[src/sv/pts_pkg.sv]
// Package for the priority task scheduler: sizes, request and result codes,
// controller state type and the command/status structs.
// No dependencies.
package pts_pkg;

    localparam int NUM_LEVELS = 3;
    localparam int MAX_PROCS  = 16;
    localparam int LVL_W      = 2;
    localparam int PTR_W      = 4;
    localparam int CNT_W      = 5;
    localparam int Q_DEPTH    = NUM_LEVELS * MAX_PROCS;
    localparam int QA_W       = LVL_W + PTR_W;
    localparam int DIV_STEPS  = 64;
    localparam int DCNT_W     = 6;

    localparam logic [29:0] NS_PER_SEC = 30'd1000000000;
    localparam logic [31:0] TICK_RATE_RESET = 32'd10000000;

    // request codes
    localparam logic [2:0] REQ_RESUME = 3'd0;
    localparam logic [2:0] REQ_RUN    = 3'd1;
    localparam logic [2:0] REQ_YIELD  = 3'd2;
    localparam logic [2:0] REQ_SLEEP  = 3'd3;
    localparam logic [2:0] REQ_BLOCK  = 3'd4;

    // result codes
    localparam logic [1:0] RC_DONE  = 2'd0;
    localparam logic [1:0] RC_FULL  = 2'd1;
    localparam logic [1:0] RC_PAST  = 2'd2;

    // process status
    localparam logic [1:0] PS_WAITING  = 2'd0;
    localparam logic [1:0] PS_RUNNING  = 2'd1;
    localparam logic [1:0] PS_SLEEPING = 2'd2;

    typedef enum logic [3:0] {
        S_IDLE, S_MUL0, S_MUL1, S_DIVI, S_DIV, S_EXEC, S_YIELD,
        S_WLVL, S_WRD, S_WEV, S_PICK, S_POP, S_DONE
    } state_t;

    typedef enum logic [3:0] {
        OP_NONE, OP_LATCH, OP_MUL0, OP_MUL1, OP_DIVI, OP_DIV, OP_EXEC, OP_YIELD,
        OP_WLVL, OP_WRD, OP_WEV, OP_PICK, OP_POP, OP_DONE
    } dp_op_t;

    typedef struct packed {
        dp_op_t op;
    } cmd_t;

    typedef struct packed {
        logic div_last;
        logic exec_yield;
        logic exec_block;
        logic yield_ok;
        logic lvl_has;
        logic last_lvl;
        logic more;
        logic any_ready;
    } stat_t;

endpackage

[src/sv/pts_ctrl.sv]
// Controller state machine of the scheduler: sequences multiply, divide,
// request execution, sleeper wake sweep and ready pick.
// Depends on pts_pkg.
module pts_ctrl (
    input  logic          clk,
    input  logic          rst_n,
    input  logic          start,
    input  pts_pkg::stat_t st,
    output pts_pkg::cmd_t cmd,
    output logic          busy,
    output logic          result_valid
);
    import pts_pkg::*;

    state_t state_reg, state_next;

    // state register
    always_ff @(posedge clk or negedge rst_n)
    begin
        if (!rst_n)
        begin
            state_reg <= S_IDLE;
        end
        else
        begin
            state_reg <= state_next;
        end
    end

    // next state
    always_comb
    begin
        state_next = state_reg;
        case (state_reg)
            S_IDLE:  if (start) state_next = S_MUL0;
            S_MUL0:  state_next = S_MUL1;
            S_MUL1:  state_next = S_DIVI;
            S_DIVI:  state_next = S_DIV;
            S_DIV:   if (st.div_last) state_next = S_EXEC;
            S_EXEC:
            begin
                if (st.exec_yield)      state_next = S_YIELD;
                else if (st.exec_block) state_next = S_WLVL;
                else                    state_next = S_DONE;
            end
            S_YIELD: state_next = st.yield_ok ? S_WLVL : S_DONE;
            S_WLVL:
            begin
                if (st.lvl_has)       state_next = S_WRD;
                else if (st.last_lvl) state_next = S_PICK;
                else                  state_next = S_WLVL;
            end
            S_WRD:   state_next = S_WEV;
            S_WEV:
            begin
                if (st.more)          state_next = S_WRD;
                else if (st.last_lvl) state_next = S_PICK;
                else                  state_next = S_WLVL;
            end
            S_PICK:  state_next = st.any_ready ? S_POP : S_DONE;
            S_POP:   state_next = S_DONE;
            S_DONE:  state_next = S_IDLE;
            default: state_next = S_IDLE;
        endcase
    end

    // outputs
    always_comb
    begin
        cmd.op       = OP_NONE;
        busy         = (state_reg != S_IDLE);
        result_valid = (state_reg == S_DONE);
        case (state_reg)
            S_IDLE:  cmd.op = start ? OP_LATCH : OP_NONE;
            S_MUL0:  cmd.op = OP_MUL0;
            S_MUL1:  cmd.op = OP_MUL1;
            S_DIVI:  cmd.op = OP_DIVI;
            S_DIV:   cmd.op = OP_DIV;
            S_EXEC:  cmd.op = OP_EXEC;
            S_YIELD: cmd.op = OP_YIELD;
            S_WLVL:  cmd.op = OP_WLVL;
            S_WRD:   cmd.op = OP_WRD;
            S_WEV:   cmd.op = OP_WEV;
            S_PICK:  cmd.op = OP_PICK;
            S_POP:   cmd.op = OP_POP;
            S_DONE:  cmd.op = OP_DONE;
            default: cmd.op = OP_NONE;
        endcase
    end

endmodule

[config.mk]
export PLATFORM = sky130hd
export DESIGN_NAME = pts_ctrl
export DESIGN_NICKNAME = d
export VERILOG_FILES = /design/src/sv/pts_pkg.sv /design/src/sv/pts_ctrl.sv
export SDC_FILE = /design/constraint.sdc
export NUM_CORES = 1
export LEC_CHECK = 0
export ABC_CLOCK_PERIOD_IN_PS = 1300
export BUFFER_PORTS_ARGS = -buffer_cell sky130_fd_sc_hd__buf_2
export CAP_MARGIN = 25
export CELL_PAD_IN_SITES_DETAIL_PLACEMENT = 0
export CELL_PAD_IN_SITES_GLOBAL_PLACEMENT = 2
export CORE_UTILIZATION = 22
export DETAILED_ROUTE_END_ITERATION = 16
export PLACE_DENSITY_LB_ADDON = 0.15
export SYNTH_ARGS = -nofsm -noshare
export SYNTH_HDL_FRONTEND = slang
export SYNTH_SLANG_ARGS = --single-unit
[constraint.sdc]
create_clock -name clk -period 1.3 [get_ports clk]
set_input_delay 0.325 -clock clk [delete_from_list [all_inputs] [get_ports clk]]
set_output_delay 0.325 -clock clk [all_outputs]
set_load 0.05 [all_outputs]
**After elaboration in Yosys (flattened, before gate mapping)**

Index checks and enable logic that the tools add are counted.

- Latch bits: 0
- Logic and storage cells: 30
- Bits of input ports: 11
- Memory bits (read-only): 0
- RAM bits: 0
- Bits in registers: 4
- Memories kept: 0
- Output and inout port bits: 6

- Divide/modulo/power cells: 0
- Equality and inequality tests: 14
- Reductions and logical operators: 3
- $lt $le $gt $ge: 0
- Shift-type cells: 0
- Muxes and demuxes: 12
- Add/sub/neg operators: 0
- Bitwise operators: 0
- Multiply operators: 0

Operators by type and width:

| cell | count |
|---|---|
| $pmux 4 s13 | 1 |
| $pmux 4 s12 | 1 |
| $mux 4 | 8 |
| $eq 4x4->1 const B | 5 |
| $eq 4x3->1 const B | 4 |
| $eq 4x2->1 const B | 2 |
| $eq 4x1->1 const B | 1 |
| $logic_not 4->1 | 1 |
| $ne 2x2->1 const B | 2 |
| $reduce_bool 4->1 | 1 |
| $mux 3 | 1 |
| $reduce_and 2->1 | 1 |
| $mux 1 | 1 |

**Longest topological paths before layout**

- Depth in word-level cells: 3
- Mapped depth: 5
- Depth with buffers taken out: 4

**Worst setup path after synthesis**

OpenSTA, ideal clock, no wires.

- Path type: reg-to-output
- Start: register state_reg[1]
- End: output port cmd[2] (netlist bit)
- Cell stages (with the launch flop): 5
- Arrival time: 1.754 ns
- Path buffers: 2
- Path slack: -0.779 ns
- Required time: 0.975 ns
- Cell sequence: dfrtp_1 > buf_6 > buf_4 > nand2_1 > o21ai_0

RTL lines:

| item | line | RTL |
|---|---|---|
| from (decl) | pts_ctrl.sv:15 | `state_t state_reg, state_next;` |
| from (signal assigned) | pts_ctrl.sv:26 | `state_reg <= state_next;` |
| to (decl) | pts_ctrl.sv:9 | `output pts_pkg::cmd_t cmd,` |

==> flow_metrics.tcl <==
set metrics [dict create \
    report.final.hold_viol_count 0 \
    finalPower_w 0.00318 \
    worstReg2RegStart "state_reg[1]" \
    path_max_fanout 8 \
    drt.antenna.violating_nets 0 \
    clkSinkCount 4 \
    syn-num-nets 73 \
    coreArea_mm2 0.00198 \
    routabilityCongestion 0.744 \
    setup_violations 10 \
    die_width_um 48.1 \
    die_height_um 48.1 \
    postRouteWirelength_mm 1.57 \
    finish.utilization_pct 54.4 \
    port_buffers 16 \
    synth_seq_cells 4 \
    area.growth.synth_to_final_pct 130 \
    grt_overflow_total 0 \
    placementRows 16 \
    ys_seq_area_share_pct 21.4 \
    vdd.ir_drop.worst_mv 1.08 \
    dp_cells 118 \
    critPathRequiredTime_ns 0.98 \
    syn_area_um2 468 \
    fin_cells 133 \
    grt_pass1_wl_mm 2.44 \
    io_pins 17 \
    start_kind "flop" \
    tightest_slew_ns 0.243 \
    rsz0062_at_grt "true" \
    rrSetupSlack_ns -0.27 \
    reg2reg_depth 7 \
    slew_headroom_pct 83.8 \
    finalSetupTns_ns -2.44 \
    clock_skew_ns 0.00184 \
    final_cell_mix "16 x buf_4, 15 x buf_6, 10 x buf_2" \
    rr_endpoint "state_reg[0]" \
    htree_levels 1 \
    final_common_cell "buf_4" \
    crit_path_end_kind "output port" \
    dp_hpwl_mm 1.17 \
    syn_area_per_cell_um2 7.55 \
    dr.pass1.iters 4 \
    drv_cap 0 \
    grt_pass1_vias 540 \
    drc 0 \
    synthCells 62 \
    final_nets 119 \
    hp-class "in -> async" \
    vias_per_cell 4.66 \
    finalMaxSlewViolations 0 \
    grt.total_usage_pct 15.6 \
    clockBufferDepth 2 \
    yosys_warnings 0 \
    largest_reg_flops 4 \
    synth.distinct_cells 27 \
    p_leak_nw 0.466 \
    max_freq_mhz 609 \
    clock_latency_ns 0.24 \
    cts_tree "yes" \
    path_class "reg -> out" \
    period_share_pct 126 \
    pwr_density_cell_mw_per_mm2 2960 \
    wire_per_inst_um 11.8 \
    diodes 0 \
    status "complete, but fails checks" \
    vias 620 \
    drive_gt1_share_pct 77.4 \
    violations "negative setup slack" \
    timing.final.ws_setup_ns -0.342 \
    path_clk_slew_ns 0.04 \
    crit_path_start "state_reg[1]" \
    worstPathArrival_ns 1.32 \
    cts-root-buf "clkbuf_4" \
    grt_max_degree 10 \
    antenna_found_initial 0 \
    initial_core_util_pct 23.6 \
    finalWorstPathRequiredPeriod_ns 1.64 \
    first_iter_violations 5 \
    cts_made_buffers 3 \
    die-area_mm2 0.00232 \
]
per-layer routing:
metal | track usage (%) | up-vias | part of all wire, %
li1 | - | 319 | -
met1 | 22.8 | 285 | 49
met2 | 21.9 | 12 | 46
met3 | 1.11 | 4 | 1.9
met4 | 10.0 | 0 | 2.7
met5 | 0 | - | 0
cells in the mapped netlist:
| cell | n | area (µm²) |
|---|---|---|
| nand2_1 | 7 | 26.3 |
| nor2_1 | 7 | 26.3 |
| a21oi_1 | 5 | 25.0 |
| nor3_1 | 5 | 25.0 |
| a22o_1 | 4 | 35.0 |
| dfrtp_1 | 4 | 100 |
| nor2b_1 | 4 | 25.0 |
| buf_2 | 2 | 10.0 |
| buf_4 | 2 | 15.0 |
| nand2b_1 | 2 | 12.5 |
| o21ai_0 | 2 | 10.0 |
| o21ai_1 | 2 | 10.0 |
| o22a_1 | 2 | 17.5 |
| a221oi_2 | 1 | 15.0 |
| a222oi_1 | 1 | 10.0 |
| a32oi_1 | 1 | 8.76 |
| and2_4 | 1 | 8.76 |
| and3_1 | 1 | 6.26 |
| buf_6 | 1 | 11.3 |
| inv_2 | 1 | 3.75 |
| nor2b_4 | 1 | 13.8 |
| nor3_2 | 1 | 10.0 |
| o211ai_1 | 1 | 7.51 |
| o21a_1 | 1 | 7.51 |
| o221ai_2 | 1 | 15.0 |
| o22ai_1 | 1 | 6.26 |
| or2_1 | 1 | 6.26 |
critical path: stages (launching register included):
cell	delay (ns)
dfrtp_2	0.48
nand2b_4	0.17
and2_4	0.14
a21oi_4	0.11
buf_6	0.17
per-stage QoR:
step           hold slack [ns]  setup slack (ns)  area (µm²)
2_1_floorplan           0.0294            -0.132         567
3_3_place_gp             0.134            -0.249         759
3_5_place_dp             0.136            -0.252         759
4_1_cts                  0.417            -0.336         981
5_1_grt                  0.429            -0.404        1080
6_report                 0.418            -0.342        1080
area by class of cell:
cell class              instances  area [µm²]
flip-flops and latches          4         105
fillers                       187         905
multi-input cells              52         495
well taps                      27        33.8
inverters                       1        6.26
repair buffers                 46         414
clock buffers                   3        22.5
power breakdown:
group / total (W) / switching, W / internal [W]
clock network: 0.000158 / 0.0000546 / 0.000104
logic: 0.00267 / 0.00125 / 0.00142
registers: 0.000358 / 0.000161 / 0.000197
worst max path at each step:
| stage | to | slack [ns] |
|---|---|---|
| after global routing | cmd[0] | -0.40 |
| after floorplan | result_valid | -0.13 |
| after detailed placement | cmd[0] | -0.25 |
| after CTS | cmd[1] | -0.34 |
| after global placement | cmd[1] | -0.25 |
| final | cmd[1] | -0.34 |
timing repair:
item                                    CTS  global route
hold endpoints to repair                  4             0
endpoints found under the setup margin   10            10
hold buffers                              1             0
gates cloned                              0             0
gates resized for setup                  39            12
setup buffers                             5             6
pin swaps                                13             8
kinds of logic (layout without fill, tap and decap cells):
logic type,Yosys count,in the layout,synth area share [%]
and+or+nand+nor,30,30,34.2
AOI/OAI and AO/OA,22,22,35.8
buffers and inverters,6,50,8.55
DFF,4,4,21.4
Power figures use the tool's default switching activity.
